==> src/hdl/assert_macros.svh <==
// Assertion helper macros
`ifndef ASSERT_MACROS_SVH
`define ASSERT_MACROS_SVH
// implication checked every clock outside reset
`define ASSERT_CLK(label, clk, rst, prop, msg) \
  label: assert property (@(posedge clk) disable iff (rst) prop) else $error(msg);
// plain check including reset cycles
`define ASSERT_ALWAYS(label, clk, prop, msg) \
  label: assert property (@(posedge clk) prop) else $error(msg);
`endif

==> src/hdl/owm_pkg.sv <==
// ----------------------------------------------------------------------------
// owm_pkg
// Shared types and constants for the 1-Wire master.
// ----------------------------------------------------------------------------
package owm_pkg;
  localparam int NUM_REGS = 7;
  localparam logic [2:0] CMD_TICK   = 3'd0;
  localparam logic [2:0] CMD_RESET  = 3'd1;
  localparam logic [2:0] CMD_WRITE  = 3'd2;
  localparam logic [2:0] CMD_READ   = 3'd3;
  localparam logic [2:0] CMD_SEARCH = 3'd4;
  localparam logic [2:0] REG_RST_LOW  = 3'd0;
  localparam logic [2:0] REG_PRES     = 3'd1;
  localparam logic [2:0] REG_RST_TAIL = 3'd2;
  localparam logic [2:0] REG_SLOT     = 3'd3;
  localparam logic [2:0] REG_WHOLD    = 3'd4;
  localparam logic [2:0] REG_RSAMP    = 3'd5;
  localparam logic [2:0] REG_RTAIL    = 3'd6;
  localparam logic [1:0] ST_OK      = 2'd0;
  localparam logic [1:0] ST_NO_PRES = 2'd1;
  localparam logic [1:0] ST_PAIR11  = 2'd2;
  localparam logic [7:0] SEARCH_ROM = 8'hF0;
  typedef logic [9:0] ticks_t;
  typedef struct packed {
    ticks_t rst_low;
    ticks_t pres;
    ticks_t rst_tail;
    ticks_t slot;
    ticks_t whold;
    ticks_t rsamp;
    ticks_t rtail;
  } timing_t;
endpackage

==> src/hdl/onewire_master_with_rom_search.sv <==
// ----------------------------------------------------------------------------
// onewire_master_with_rom_search
// 1-Wire bus master with reset, byte write/read and ROM search pass.
// ----------------------------------------------------------------------------
// Usage:
//  - Input words (s_axis) are either commands (reset, write byte, read byte,
//    search pass) or tick words (cmd 0) that carry the sampled bus level and
//    advance the bus sequencer by one microsecond step.
//  - Every input word yields exactly one output word (m_axis) carrying the
//    drive_low level, busy/done flags, status and the last read/search data.
//  - Accepted words go straight to the output register. Throughput: one word
//    per cycle unless stalled; the sequencer step is a single registered pass.
//  - A stalled receiver holds the output word and stalls the input; a new
//    word is taken only while the output register is empty or being drained, i.e.
//    s_tready = !m_tvalid || m_tready.
//  - Commands arriving while busy are dropped (their output is still given).
//  - Reset: sequencer idle, all data cleared, timing registers at defaults.
//  - Timing registers live on the APB port at 4*index; write only when idle.
// ----------------------------------------------------------------------------
`include "assert_macros.svh"
module onewire_master_with_rom_search
  import owm_pkg::*;
#(
  parameter int ROM_BITS = 64
) (
  input  logic        clk,
  input  logic        rst,
  input  logic        s_tvalid,
  output logic        s_tready,
  // s_tdata: [2:0] cmd, [3] line_in, [11:4] tx_byte, [18:12] start_diff
  input  logic [23:0] s_tdata,
  output logic        m_tvalid,
  input  logic        m_tready,
  // m_tdata: [0] drive_low, [1] busy_res, [2] done_res, [4:3] status,
  // [5] presence, [13:6] rx_byte, [20:14] last_disc, [84:21] rom_id
  output logic [87:0] m_tdata,
  input  logic        psel,
  input  logic        penable,
  input  logic        pwrite,
  input  logic [4:0]  paddr,
  input  logic [31:0] pwdata,
  output logic [31:0] prdata,
  output logic        pready
);
  typedef enum logic [3:0] {
    PH_IDLE, PH_RST_LOW, PH_RST_WAIT, PH_RST_TAIL, PH_GAP,
    PH_LOW, PH_WHOLD, PH_RWAIT, PH_RTAIL
  } phase_t;
  typedef enum logic [2:0] {
    OP_NONE, OP_RESET, OP_WRITE, OP_READ, OP_SCMD, OP_SR1, OP_SR2, OP_SW
  } op_t;

  timing_t timing;
  owm_regs u_regs (
    .clk, .rst, .psel, .penable, .pwrite, .paddr, .pwdata, .prdata, .pready,
    .timing
  );

  phase_t phase, phase_next;
  op_t    op_kind, op_kind_next;
  logic [9:0]  tick_count, tick_count_next;
  logic [6:0]  bit_index, bit_index_next;
  logic [7:0]  shift_byte, shift_byte_next;
  logic [63:0] found_id, found_id_next;
  logic [6:0]  pass_diff, pass_diff_next, new_diff, new_diff_next;
  logic first_bit, first_bit_next, chosen_bit, chosen_bit_next;
  logic presence_seen, presence_seen_next, done_flag;
  logic [1:0] last_status, last_status_next;
  logic [7:0] rx_hold, rx_hold_next;

  logic [2:0] cmd;
  logic line_in;
  logic [7:0] tx_byte;
  logic [6:0] start_diff;
  assign cmd = s_tdata[2:0];
  assign line_in = s_tdata[3];
  assign tx_byte = s_tdata[11:4];
  assign start_diff = s_tdata[18:12];

  logic take;
  assign s_tready = !m_tvalid || m_tready;
  assign take = s_tvalid && s_tready;

  // timing limit of the current phase and the counter step
  ticks_t limit;
  logic [9:0] cnt_inc;
  logic expired;
  always_comb begin
    case (phase)
      PH_RST_LOW:  limit = timing.rst_low;
      PH_RST_WAIT: limit = timing.pres;
      PH_RST_TAIL: limit = timing.rst_tail;
      PH_LOW:      limit = timing.slot;
      PH_WHOLD:    limit = timing.whold;
      PH_RWAIT:    limit = timing.rsamp;
      default:     limit = timing.rtail;
    endcase
    cnt_inc = tick_count + 10'd1;
    expired = cnt_inc >= limit;
  end

  logic [6:0] pos;
  logic prev_bit;
  logic [5:0] bidx6;
  assign bidx6 = bit_index[5:0];
  assign pos = 7'(ROM_BITS) - bit_index;
  assign prev_bit = found_id[bidx6];

  always_comb begin
    phase_next = phase; op_kind_next = op_kind; tick_count_next = tick_count;
    bit_index_next = bit_index; shift_byte_next = shift_byte;
    found_id_next = found_id; pass_diff_next = pass_diff;
    new_diff_next = new_diff; first_bit_next = first_bit;
    chosen_bit_next = chosen_bit; presence_seen_next = presence_seen;
    last_status_next = last_status; rx_hold_next = rx_hold; done_flag = 1'b0;
    if (cmd != CMD_TICK) begin
      if (phase == PH_IDLE && cmd <= CMD_SEARCH) begin
        tick_count_next = '0;
        bit_index_next = '0;
        case (cmd)
          CMD_RESET: begin
            op_kind_next = OP_RESET; phase_next = PH_RST_LOW;
          end
          CMD_WRITE: begin
            op_kind_next = OP_WRITE; shift_byte_next = tx_byte;
            phase_next = PH_LOW;
          end
          CMD_READ: begin
            op_kind_next = OP_READ; shift_byte_next = '0; phase_next = PH_LOW;
          end
          default: begin
            op_kind_next = OP_SCMD; pass_diff_next = start_diff;
            new_diff_next = '0; phase_next = PH_RST_LOW;
          end
        endcase
      end
    end else if (phase != PH_IDLE) begin
      if (phase == PH_GAP) begin
        tick_count_next = '0; phase_next = PH_LOW;
      end else begin
        tick_count_next = expired ? 10'd0 : cnt_inc;
        if (expired) begin
          unique case (phase)
            PH_RST_LOW: phase_next = PH_RST_WAIT;
            PH_RST_WAIT: begin
              presence_seen_next = !line_in; phase_next = PH_RST_TAIL;
            end
            PH_RST_TAIL: begin
              if (op_kind != OP_SCMD || !presence_seen) begin
                phase_next = PH_IDLE; op_kind_next = OP_NONE; done_flag = 1'b1;
                last_status_next = presence_seen ? ST_OK : ST_NO_PRES;
              end else begin
                shift_byte_next = SEARCH_ROM; bit_index_next = '0;
                phase_next = PH_GAP;
              end
            end
            PH_LOW: phase_next = (op_kind == OP_WRITE || op_kind == OP_SCMD ||
                                  op_kind == OP_SW) ? PH_WHOLD : PH_RWAIT;
            PH_RWAIT: begin
              chosen_bit_next = line_in; phase_next = PH_RTAIL;
            end
            PH_WHOLD, PH_RTAIL: begin
              // slot end
              phase_next = PH_GAP;
              case (op_kind)
                OP_WRITE, OP_SCMD: begin
                  shift_byte_next = shift_byte >> 1;
                  bit_index_next = bit_index + 7'd1;
                  if (bit_index_next >= 7'd8) begin
                    if (op_kind == OP_WRITE) begin
                      phase_next = PH_IDLE; op_kind_next = OP_NONE;
                      last_status_next = ST_OK; done_flag = 1'b1;
                    end else begin
                      op_kind_next = OP_SR1; bit_index_next = '0;
                    end
                  end
                end
                OP_READ: begin
                  shift_byte_next = {chosen_bit, shift_byte[7:1]};
                  bit_index_next = bit_index + 7'd1;
                  if (bit_index_next >= 7'd8) begin
                    rx_hold_next = shift_byte_next;
                    phase_next = PH_IDLE; op_kind_next = OP_NONE;
                    last_status_next = ST_OK; done_flag = 1'b1;
                  end
                end
                OP_SR1: begin
                  first_bit_next = chosen_bit; op_kind_next = OP_SR2;
                end
                OP_SR2: begin
                  if (first_bit && chosen_bit) begin
                    phase_next = PH_IDLE; op_kind_next = OP_NONE;
                    last_status_next = ST_PAIR11; done_flag = 1'b1;
                  end else begin
                    chosen_bit_next = first_bit;
                    if (!first_bit && !chosen_bit) begin
                      chosen_bit_next = 1'b0;
                      if (pass_diff > pos || (prev_bit && pass_diff != pos)) begin
                        chosen_bit_next = 1'b1; new_diff_next = pos;
                      end
                    end
                    op_kind_next = OP_SW;
                  end
                end
                OP_SW: begin
                  found_id_next[bidx6] = chosen_bit;
                  bit_index_next = bit_index + 7'd1;
                  if (bit_index_next >= 7'(ROM_BITS)) begin
                    phase_next = PH_IDLE; op_kind_next = OP_NONE;
                    last_status_next = ST_OK; done_flag = 1'b1;
                  end else begin
                    op_kind_next = OP_SR1;
                  end
                end
                default: begin
                  phase_next = PH_IDLE; op_kind_next = OP_NONE;
                  last_status_next = ST_OK; done_flag = 1'b1;
                end
              endcase
            end
            default: ;
          endcase
        end
      end
    end
  end

  logic drive_next;
  always_comb begin
    if (phase_next == PH_RST_LOW || phase_next == PH_LOW) drive_next = 1'b1;
    else if (phase_next == PH_WHOLD)
      drive_next = (op_kind_next == OP_SW) ? !chosen_bit_next : !shift_byte_next[0];
    else drive_next = 1'b0;
  end

  always_ff @(posedge clk) begin
    if (rst) begin
      phase <= PH_IDLE; op_kind <= OP_NONE; tick_count <= '0; bit_index <= '0;
      shift_byte <= '0; found_id <= '0; pass_diff <= '0; new_diff <= '0;
      first_bit <= 1'b0; chosen_bit <= 1'b0; presence_seen <= 1'b0;
      last_status <= '0; rx_hold <= '0; m_tvalid <= 1'b0; m_tdata <= '0;
    end else begin
      if (take) begin
        phase <= phase_next; op_kind <= op_kind_next;
        tick_count <= tick_count_next; bit_index <= bit_index_next;
        shift_byte <= shift_byte_next; found_id <= found_id_next;
        pass_diff <= pass_diff_next; new_diff <= new_diff_next;
        first_bit <= first_bit_next; chosen_bit <= chosen_bit_next;
        presence_seen <= presence_seen_next; last_status <= last_status_next;
        rx_hold <= rx_hold_next;
        m_tvalid <= 1'b1;
        m_tdata <= {3'b000, found_id_next, new_diff_next, rx_hold_next,
                    presence_seen_next, last_status_next, done_flag,
                    phase_next != PH_IDLE, drive_next};
      end else if (m_tready) begin
        m_tvalid <= 1'b0;
      end
    end
  end

  `ASSERT_CLK(a_hold, clk, rst, m_tvalid && !m_tready |=> m_tvalid,
              "output word dropped under stall")
  `ASSERT_CLK(a_done_idle, clk, rst, m_tvalid && m_tdata[2] |-> !m_tdata[1],
              "done while still busy")
  `ASSERT_CLK(a_idle_release, clk, rst, phase == PH_IDLE |-> op_kind == OP_NONE,
              "idle with an operation pending")
endmodule

==> src/hdl/owm_regs.sv <==
// ----------------------------------------------------------------------------
// owm_regs
// APB timing register file.
// ----------------------------------------------------------------------------
module owm_regs
  import owm_pkg::*;
(
  input  logic        clk,
  input  logic        rst,
  input  logic        psel,
  input  logic        penable,
  input  logic        pwrite,
  input  logic [4:0]  paddr,
  input  logic [31:0] pwdata,
  output logic [31:0] prdata,
  output logic        pready,
  output timing_t     timing
);
  logic we;
  assign pready = 1'b1;
  assign we = psel & penable & pwrite;

  always_ff @(posedge clk) begin
    if (rst) begin
      timing <= '{10'd480, 10'd60, 10'd420, 10'd1, 10'd60, 10'd14, 10'd45};
    end else if (we && paddr[1:0] == 2'b00) begin
      unique case (paddr[4:2])
        REG_RST_LOW:  timing.rst_low  <= pwdata[9:0];
        REG_PRES:     timing.pres     <= pwdata[9:0];
        REG_RST_TAIL: timing.rst_tail <= pwdata[9:0];
        REG_SLOT:     timing.slot     <= pwdata[9:0];
        REG_WHOLD:    timing.whold    <= pwdata[9:0];
        REG_RSAMP:    timing.rsamp    <= pwdata[9:0];
        REG_RTAIL:    timing.rtail    <= pwdata[9:0];
        default: ;
      endcase
    end
  end

  always_comb begin
    prdata = '0;
    unique case (paddr[4:2])
      REG_RST_LOW:  prdata[9:0] = timing.rst_low;
      REG_PRES:     prdata[9:0] = timing.pres;
      REG_RST_TAIL: prdata[9:0] = timing.rst_tail;
      REG_SLOT:     prdata[9:0] = timing.slot;
      REG_WHOLD:    prdata[9:0] = timing.whold;
      REG_RSAMP:    prdata[9:0] = timing.rsamp;
      REG_RTAIL:    prdata[9:0] = timing.rtail;
      default:      prdata = '0;
    endcase
  end
endmodule
==> config.mk <==
export PLATFORM = sky130hd
export DESIGN_NAME = onewire_master_with_rom_search
export DESIGN_NICKNAME = d
export VERILOG_FILES = /design/src/hdl/owm_pkg.sv /design/src/hdl/onewire_master_with_rom_search.sv /design/src/hdl/owm_regs.sv
export VERILOG_INCLUDE_DIRS = /design/src /design/src/hdl
export SDC_FILE = /design/constraint.sdc
export NUM_CORES = 1
export LEC_CHECK = 0
export ABC_AREA = 1
export BUFFER_PORTS_ARGS = -buffer_cell sky130_fd_sc_hd__clkbuf_2
export CAP_MARGIN = 20
export CELL_PAD_IN_SITES_DETAIL_PLACEMENT = 1
export CELL_PAD_IN_SITES_GLOBAL_PLACEMENT = 2
export CORE_MARGIN = 2
export CORE_UTILIZATION = 28
export DETAILED_ROUTE_END_ITERATION = 8
export PLACE_DENSITY_LB_ADDON = 0.1
export SLEW_MARGIN = 20
export SYNTH_ARGS = -nofsm -noshare
export SYNTH_HDL_FRONTEND = slang
export SYNTH_SLANG_ARGS = --single-unit
==> constraint.sdc <==
create_clock -name clk -period 3.22 [get_ports clk]
set_input_delay 0.644 -clock clk [delete_from_list [all_inputs] [get_ports clk]]
set_output_delay 0.644 -clock clk [all_outputs]
set_load 0.02 [all_outputs]
==> impl_metrics.yaml, run 1 <==
pwr:
  peakVddDrop_uv: 401.2
  power_density_nw_per_um2: 399.1
  p_sw_share_pct: 30.98
  combPwrFrac_pct: 18.2
  p_seq_share_pct: 42.5
  power_switching_uw: 1834
  power.share.clock_pct: 39.3
  leakage_uw: 0.006417
  internal_power_uw: 4087
finish:
  diodes: 0
  multi_input_area_um2: 6678
  nets: 1912
  finalInstanceArea_um2: 14840
  drive_gt1_share_pct: 30.87
  area_growth_pct: 37.36
  finalNonFillerCells: 2348
  ff_latch_area_um2: 3960
  fin_util_pct: 39.21
  fillCellCount: 4730
run_status:
  violations: "negative setup slack"
  outcome: "finished with violations"
setup_path:
  cp-startpoint: "phase[3]"
  r2r_end: "found_id[11]"
  critical_path_peak_fanout: 5
  critical_path_arrival_ns: 3.93
  critPathKind: "flip-flop to flip-flop"
  rr_startpoint: "phase[3]"
  required_ns: 3.61
  r2r_setup_slack_ns: -0.31
  startpoint_type: "flip-flop"
  worst_r2r_path_depth: 24
  crit_end: "found_id[11]"
  cp-end-kind: "flip-flop"
placement:
  dp_slack_ns: -0.6293
  port_buffers: 137
  post-place-cells: 2281
  gp_congestion: 0.8406
  hpwl_um: 31800
  place_area_um2: 12910
route:
  ant_nets: 0
  via_per_inst: 5.034
  wl_per_cell_um: 19.33
  vias: 11819
  route.detailed.drc: 0
  dr.pass1.iters: 4
  routed_wirelength_um: 45380
  drt_iter0_drc: 572
cts:
  clock-sinks: 197
  ctsRootBufferMaster: "clkbuf_16"
  path_clk_slew_ns: 0.07
  max-clock-path-buffers: 2
  numCtsBuffers: 17
  hold_buffers: 0
  cts_tree: "yes"
  worstSkewPairLatency_ns: 0.47
  cts_max_level: 4
grt:
  use_met2_pct: 37.07
  grt_pass1_wl_um: 70090
  antenna_found_initial: 0
  grt_max_degree: 72
  grt_overflow_total: 0
  groute.usage.overall_pct: 22.27
  grt_util_met3_pct: 3.198
  met1_usage_pct: 30.21
  grt_pass1_vias: 11763
  busiest_layer: "met2"
die:
  initial_core_util_pct: 28.54
  die_x_um: 200.4
  rows: 71
  coreArea_um2: 37840
  ios: 191
  fp.dieArea_um2: 40160
  die_h_um: 200.4
timing:
  setup_violations: 115
  drv_slew: 0
  period_needed_ns: 3.533
  fin_setup_tns_ns: -18.78
  hold_violations: 0
  rsz0062_at_grt: "yes"
  finalCritPeriodShare_pct: 109.7
  fin_ws_ns: -0.3132
  fin_skew_ns: 0.01756
  slew_headroom_pct: 29.78
  fmax_ghz: 0.2830
  tightest_slew_ns: 1.053
yosys:
  seq_area_frac_synth_pct: 36.51
  yosys.cell_types.count: 57
  ys_warn_count: 0
  synth_area_per_cell_um2: 6.915
  syn_inst: 1562
  postSynthRegisterBits: 197
  ys.flop_type: "dfxtp_1"
  synth_edf_count: 0
  async_flop_share_pct: 0
  syn_area_um2: 10800
job:
  cap_violations: 0
worst_hold_path:
  hold_class: "input pin to flip-flop"
## cell families (layout without fill, tap and decap cells)
| group | count (synthesis) | after routing | share of synthesized area, % |
|---|---|---|---|
| AOI/OAI and AO/OA | 450 | 451 | 25.34 |
| adders and majority gates | 20 | 20 | 2.317 |
| and+or+nand+nor | 623 | 623 | 24.34 |
| DFF | 197 | 197 | 36.51 |
| buffers and inverters | 258 | 508 | 10.45 |
| other | 2 | 26 | 0.06953 |
| xor gates and xnor gates | 12 | 12 | 0.9730 |
## power by group through the flow
stage	clock network, uW	logic [uW]	registers, uW
floorplan	0	619	2560
global placement	0	959	2570
detailed placement	0	967	2570
CTS	2390	1020	2510
global route	2490	1200	2520
finish	2330	1080	2520
## cell type report
type	count	share of cell area, %
multi-input combinational	1132	45.01
sequential	197	26.69
timing repair buffer	309	15.02
inverter	161	4.545
tap	511	4.309
clock buffer	21	3.103
clock inverter	11	1.012
timing repair inverter	6	0.3120
## metal layers
| metal | wire, um | vias up | part of all wire (%) |
|---|---|---|---|
| met4 | 744 | 0 | 1.6 |
| met1 | 21510 | 5752 | 47 |
| li1 | - | 5807 | - |
| met2 | 21630 | 215 | 48 |
| met3 | 1500 | 45 | 3.3 |
| met5 | 0 | - | 0 |
## cell usage after synthesis (all sizes together), types with 3 or more instances
cell type	count	area share, %
o211ai	13	1.0
ha	20	2.3
nor4	3	0.45
dfxtp	197	37
a311oi	39	3.2
inv	155	5.4
o22ai	7	0.41
o221ai	3	0.30
o2111ai	11	0.89
o21ai	173	8.0
a211oi	18	1.3
clkinv	6	0.21
xor2	10	0.81
o21a	3	0.21
nor3	29	1.7
a21oi	126	6.0
nor2	223	8.2
buf	46	3.0
a31oi	23	1.3
clkbuf	51	1.8
a22oi	5	0.35
nand4	10	0.64
nand3	43	2.0
nand2	311	11
a221oi	18	1.5
## repair_timing
action,4_1_cts,5_1_grt
pin swaps,38,50
buffers inserted,16,16
setup endpoints to repair,119,119
cloned,7,2
resized for setup,127,190
## worst max-delay path, stage by stage, from the launching register on
cell	delay, ns
dfxtp_4	0.37
buf_6	0.12
nor2_4	0.13
inv_2	0.07
nor2_4	0.19
inv_4	0.09
o21ai_2	0.15
a221oi_2	0.05
o2111ai_1	0.09
o21ai_1	0.15
ha_1	0.38
nand2_4	0.09
nor3_4	0.13
nand3_2	0.10
nand4_4	0.16
nand2_4	0.08
nor3_4	0.13
buf_6	0.15
nand2_8	0.07
inv_8	0.13
nand2_8	0.09
buf_4	0.18
o21ai_0	0.14
nand2_1	0.07
a31oi_1	0.15
## placed cells by master, fill, tap and decap left out, drive strengths merged, types with 5 or more instances in the layout
cell type and count:
buf 172, nand3 43, o211ai 14, nor2 223
inv 158, clkinvlp 6, a311oi 39, nand4 10
clkbuf 158, ha 20, xor2 10, a21oi 126
a211oi 18, o2111ai 11, clkinv 11, o22ai 7
nor3 29, a22oi 5, a31oi 23, nand2 311
o21ai 173, dfxtp 197, a221oi 18, conb 26
## registers in the layout (all words and copies together) (netlist names), 6 cells and up
signal / flops
u_regs.timing: 70
bit_index: 7
tick_count: 10
pass_diff: 7
found_id: 64
rx_hold: 7
new_diff: 6
shift_byte: 8
m_tdata: 7
## how the worst min path moves through the flow
stage                      start           endpoint  slack (ns)  cells past startpoint
2_1_floorplan       pass_diff[0]       pass_diff[0]        0.43                      2
3_3_place_gp   u_regs.timing[39]  u_regs.timing[39]        0.45                      2
3_5_place_dp          m_tdata[2]         m_tdata[2]        0.46                      2
4_1_cts              s_tdata[18]       pass_diff[6]        0.39                      3
5_1_grt              s_tdata[18]       pass_diff[6]        0.41                      3
6_report             s_tdata[14]       pass_diff[2]        0.41                      3
## stage by stage
step / power, uW / hold slack (ns)
floorplan: 3181 / 0.4331
global placement: 3529 / 0.4542
detailed placement: 3538 / 0.4565
CTS: 5928 / 0.3909
global route: 6217 / 0.4076
finish: 5922 / 0.4112
No activity file was read; power rests on OpenSTA's default activity.
==> inputs of run 2 (changes only) <==
--- a/config.mk
+++ b/config.mk
@@ -10,9 +10,9 @@
 export BUFFER_PORTS_ARGS = -buffer_cell sky130_fd_sc_hd__clkbuf_2
 export CAP_MARGIN = 20
 export CELL_PAD_IN_SITES_DETAIL_PLACEMENT = 1
-export CELL_PAD_IN_SITES_GLOBAL_PLACEMENT = 2
+export CELL_PAD_IN_SITES_GLOBAL_PLACEMENT = 1
 export CORE_MARGIN = 2
-export CORE_UTILIZATION = 28
+export CORE_UTILIZATION = 36
 export DETAILED_ROUTE_END_ITERATION = 8
 export PLACE_DENSITY_LB_ADDON = 0.1
 export SLEW_MARGIN = 20
==> constraint.sdc (replaced) <==
create_clock -name clk -period 3.22 [get_ports clk]
set_input_delay 0.161 -clock clk [delete_from_list [all_inputs] [get_ports clk]]
set_output_delay 0.161 -clock clk [all_outputs]
set_load 0.02 [all_outputs]
==> run 2 against run 1 <==
Effect of this change: the run still ends with negative setup slack left; sequential share of layout area is 0.21 points higher; final area is 0.89% lower; register-to-register slack better by 0.10 ns; core utilization is 11 points higher.
==> impl_metrics.yaml, run 2 (same netlist as run 1, synthesis figures left out) <==
timing:
  tightest_slew_ns: 0.9108
  hold_violations: 0
  fin_skew_ns: 0.01315
  rsz0062_at_grt: "yes"
  drv_slew: 0
  fmax_ghz: 0.2913
  period_needed_ns: 3.433
  slew_headroom_pct: 39.28
  setup_violations: 97
  fin_ws_ns: -0.2130
  finalCritPeriodShare_pct: 106.6
setup_path:
  cp-end-kind: "flip-flop"
  r2r_setup_slack_ns: -0.21
  worst_r2r_path_depth: 23
  critical_path_arrival_ns: 3.80
  required_ns: 3.58
  critical_path_peak_fanout: 8
  startpoint_type: "flip-flop"
  slowest_delay_ns: 0.38
  slowest_stage: "dfxtp_4"
  critPathKind: "flip-flop to flip-flop"
  crit_chain: "inv_4 > nand2_8 > nor3_4 > buf_12 > inv_6 > buf_4 > o21ai_2 > a221oi_2 > o221ai_1 > a21oi_1 > ha_1 > nand2_2 > nor3_2 > nand3_2 > nand4_4 > nand2_2 > nor3_2 > buf_4 > nand2_8 > nor3_4 > buf_6 > a21oi_2 > a311oi_1"
grt:
  groute.usage.overall_pct: 27.41
  grt_overflow_total: 0
  antenna_found_initial: 0
  grt_max_degree: 99
  grt_pass1_vias: 11898
  grt_pass1_wl_um: 66820
route:
  dr.pass1.iters: 5
  drt_iter0_drc: 769
  ant_nets: 0
  routed_wirelength_um: 43740
  vias: 12125
  wl_per_cell_um: 19.62
  via_per_inst: 5.440
  route.detailed.drc: 0
finish:
  diodes: 0
  multi_input_area_um2: 6583
  drive_gt1_share_pct: 28.87
  area_growth_pct: 36.13
  final_cell_mix: "nand2_1 (286), nor2_1 (193), dfxtp_1 (192), clkbuf_2 (137), buf_4 (119)"
  reg_top3: "u_regs.timing (70), found_id (64), tick_count (10)"
  ff_latch_area_um2: 3955
  fillCellCount: 3728
  top_register: "u_regs.timing"
  nets: 1914
  layout_commonest_cell: "nand2_1"
  largest_reg_flops: 70
  finalNonFillerCells: 2229
placement:
  post-place-cells: 2145
  dp_slack_ns: -0.5503
  hpwl_um: 30460
  gp_congestion: 0.9113
  port_buffers: 137
cts:
  cts_max_level: 4
  max-clock-path-buffers: 2
  worstSkewPairLatency_ns: 0.47
  path_clk_slew_ns: 0.07
  numCtsBuffers: 17
  cts_tree: "yes"
  ctsRootBufferMaster: "clkbuf_16"
  clock-sinks: 197
pwr:
  power_density_nw_per_um2: 406.2
  total_power_uw: 5973
  peakVddDrop_uv: 366.1
  leakage_uw: 0.006379
die:
  rows: 63
  die_x_um: 177.2
  initial_core_util_pct: 36.54
  die_h_um: 177.2
  ios: 191
  coreArea_um2: 29560
  fp.dieArea_um2: 31410
worst_hold_path:
  hold_class: "input pin to flip-flop"
  hold_path_depth: 3
run_status:
  outcome: "finished with violations"
  violations: "negative setup slack"
job:
  cap_violations: 0
[run 2: cell count changes in the layout (fill, tap and decap cells not counted), sizes merged]
| cell | delta |
|---|---|
| buf | -12 |
| bufinv | +1 |
| clkbuf | -2 |
| clkinvlp | +1 |
| dlygate4sd3 | +14 |
[run 2: per-layer routing]
metal,up-vias,share of wire [%],GRT usage [%]
li1,5793,-,-
met4,0,3.1,10.47
met3,80,3.8,4.424
met5,-,0,0
met2,307,49,46.64
met1,5945,44,34.66
[run 2: power breakdown]
group / leakage [uW] / switching (uW) / internal, uW / total [uW]
logic: 0.00448 / 721 / 345 / 1070
registers: 0.00160 / 47.6 / 2470 / 2520
clock network: 0.000305 / 1050 / 1330 / 2390
[run 2: timing repair]
action                                  CTS  global route
endpoints found under the hold margin    14             0
resized for setup                       117           183
pin swaps                                45            53
cloned                                    6             1
buffers inserted                         19            19
endpoints found under the setup margin  119           119
hold buffers                             14             0
[run 2: worst max-delay path, delay by kind of cell, from the launching register on]
family | cells | cell delay (ns)
and+or+nand+nor | 10 | 1.22
buffers and inverters | 6 | 0.76
AOI/OAI and AO/OA | 6 | 0.65
DFF | 1 | 0.38
adders and majority gates | 1 | 0.30
[run 2: worst paths after layout]
kind	startpoint	end
setup / recovery	phase[3]	found_id[41]
hold / removal	s_tdata[12]	pass_diff[0]
setup reg to reg	phase[3]	found_id[41]
hold reg to reg	tick_count[9]	tick_count[9]
[run 2: layout make-up]
type / count / share of cell area [%]
clock buffer: 19 / 3.012
clock inverter: 13 / 1.310
sequential: 197 / 26.90
timing repair inverter: 6 / 0.3659
inverter: 161 / 4.714
timing repair buffer: 311 / 15.61
tap: 390 / 3.319
multi-input combinational: 1132 / 44.77
[run 2: stage by stage]
stage	utilization (%)	TNS (ns)	cell area, um^2	hold WS, ns
after floorplan	-	0	10910	0.2829
after global placement	42.67	-40.68	12610	0.3846
after detailed placement	42.67	-42.58	12610	0.3954
after CTS	47.15	-5.542	13940	0.001972
after global routing	49.74	-31.01	14700	0.03035
final	49.74	-11.00	14700	0.004078
==> inputs of run 3 (changes only) <==
--- a/config.mk
+++ b/config.mk
@@ -14,6 +14,7 @@
 export CORE_MARGIN = 2
 export CORE_UTILIZATION = 36
 export DETAILED_ROUTE_END_ITERATION = 8
+export HOLD_SLACK_MARGIN = 0.05
 export PLACE_DENSITY_LB_ADDON = 0.1
 export SLEW_MARGIN = 20
 export SYNTH_ARGS = -nofsm -noshare
==> run 3 against run 2 <==
Effect of this change: the run still ends with negative setup slack left; fmax barely moved; critical path depth fell by 2; clock power barely moved; flip-flop and latch count did not move; count of clock-buffer cells in the layout did not move; critical endpoint unchanged; largest cell class unchanged.
==> impl_metrics.yaml, run 3 (same netlist as run 1, synthesis figures left out) <==
run_status:
  outcome: "finished with violations"
  violations: "negative setup slack"
route:
  via_per_inst: 5.440
  vias: 12175
  route.detailed.drc: 0
  drt_iter0_drc: 761
  routed_wirelength_um: 43860
  ant_nets: 0
  dr.pass1.iters: 5
  wl_per_cell_um: 19.60
timing:
  setup_violations: 96
  fin_ws_ns: -0.2103
  tightest_slew_ns: 0.9110
  period_needed_ns: 3.430
  fmax_ghz: 0.2915
  fin_skew_ns: 0.01444
  finalCritPeriodShare_pct: 106.5
  rsz0062_at_grt: "yes"
  fin_setup_tns_ns: -10.75
  drv_slew: 0
  slew_headroom_pct: 39.26
  hold_violations: 0
pwr:
  peakVddDrop_uv: 366.2
  leakage_uw: 0.006417
  power_density_nw_per_um2: 404.6
cts:
  clock-sinks: 197
  cts_max_level: 4
  path_clk_slew_ns: 0.07
  cts_tree: "yes"
  ctsRootBufferMaster: "clkbuf_16"
  max-clock-path-buffers: 2
  numCtsBuffers: 17
  worstSkewPairLatency_ns: 0.47
grt:
  antenna_found_initial: 0
  groute.usage.overall_pct: 27.46
  grt_pass1_wl_um: 66950
  grt_max_degree: 99
  grt_overflow_total: 0
  grt_pass1_vias: 11938
die:
  fp.dieArea_um2: 31410
  coreArea_um2: 29560
  die_x_um: 177.2
  die_h_um: 177.2
  initial_core_util_pct: 36.54
  rows: 63
  ios: 191
setup_path:
  slowest_delay_ns: 0.33
  startpoint_type: "flip-flop"
  cp-end-kind: "flip-flop"
  required_ns: 3.58
  critical_path_arrival_ns: 3.79
  critical_path_peak_fanout: 8
  slowest_stage: "dfxtp_2"
  crit_chain: "buf_6 > nor2_4 > nor2_4 > buf_6 > buf_4 > o22ai_2 > nor3_1 > buf_4 > ha_1 > inv_1 > nor3_2 > nand3_2 > nand4_4 > nand2_2 > nor3_2 > buf_4 > nand2_8 > nor3_4 > buf_6 > a21oi_2 > a311oi_1"
  critPathKind: "flip-flop to flip-flop"
placement:
  place_area_um2: 12610
  hpwl_um: 30460
  port_buffers: 137
  dp_slack_ns: -0.5503
  post-place-cells: 2145
  gp_congestion: 0.9113
finish:
  finalNonFillerCells: 2238
  fillCellCount: 3723
  layout_commonest_cell: "nand2_1"
  reg_top3: "u_regs.timing (70), found_id (64), tick_count (10)"
  fin_util_pct: 50.05
  diodes: 0
  top_register: "u_regs.timing"
  final_cell_mix: "nand2_1 (286), nor2_1 (193), dfxtp_1 (192), clkbuf_2 (137), buf_4 (119)"
  drive_gt1_share_pct: 28.73
  largest_reg_flops: 70
  finalInstanceArea_um2: 14790
  nets: 1923
  area_growth_pct: 36.96
worst_hold_path:
  hold_class: "input pin to flip-flop"
job:
  cap_violations: 0
==> run 3: area by class of cell <==
type,count,area [um^2],area share [%]
Multi-Input combinational cell,1132,6583,44.49
Sequential cell,197,3955,26.73
Timing Repair Buffer,320,2386,16.13
Inverter,161,693.2,4.685
Tap cell,390,488.0,3.298
Clock buffer,19,442.9,2.994
Clock inverter,13,192.7,1.302
Timing Repair inverter,6,53.80,0.3637
==> run 3: power by group <==
part           switching [uW]  total (uW)  leakage, uW  internal (uW)
clock network            1060        2390     0.000305           1330
registers                47.4        2520      0.00160           2470
logic                     723        1080      0.00452            352
==> run 3: timing repair <==
| item | 4_1_cts | 5_1_grt |
|---|---|---|
| pin swaps | 45 | 53 |
| gates cloned | 6 | 1 |
| buffers inserted | 19 | 19 |
| resized for setup | 117 | 183 |
| hold buffers | 23 | 0 |
| endpoints found under the hold margin | 41 | 0 |
| setup endpoints to repair | 119 | 119 |
==> run 3: metrics by stage <==
stage | hold WS [ns] | power [uW]
floorplan | 0.2829 | 3181
global placement | 0.3846 | 3494
detailed placement | 0.3954 | 3512
CTS | 0.05829 | 5948
global route | 0.07741 | 6236
finish | 0.06934 | 5985
==> run 3: final timing paths <==
check                                    from  cells after the start  slack, ns                end
worst min-delay path                pwdata[6]                      3       0.07  u_regs.timing[66]
worst max-delay path                 phase[1]                     21      -0.21       found_id[41]
worst min register to register  tick_count[9]                      2       0.49      tick_count[9]
worst max register to register       phase[1]                     21      -0.21       found_id[41]
==> run 3: metal layers <==
layer	vias up	share of wire, %	track usage, %
met4	0	3.2	10.47
met1	5936	43	34.66
met3	89	4.2	4.424
li1	5814	-	-
met2	336	49	46.82
met5	-	0	0
==> run 3: critical path: cells and delay by family (launching register included) <==
family | cells | cell delay, ns
AND/OR/NAND/NOR | 10 | 1.23
flip-flops | 1 | 0.33
buffers and inverters | 7 | 1.01
AO/OA/AOI/OAI | 3 | 0.49
adder cells (fa/ha/maj) | 1 | 0.27
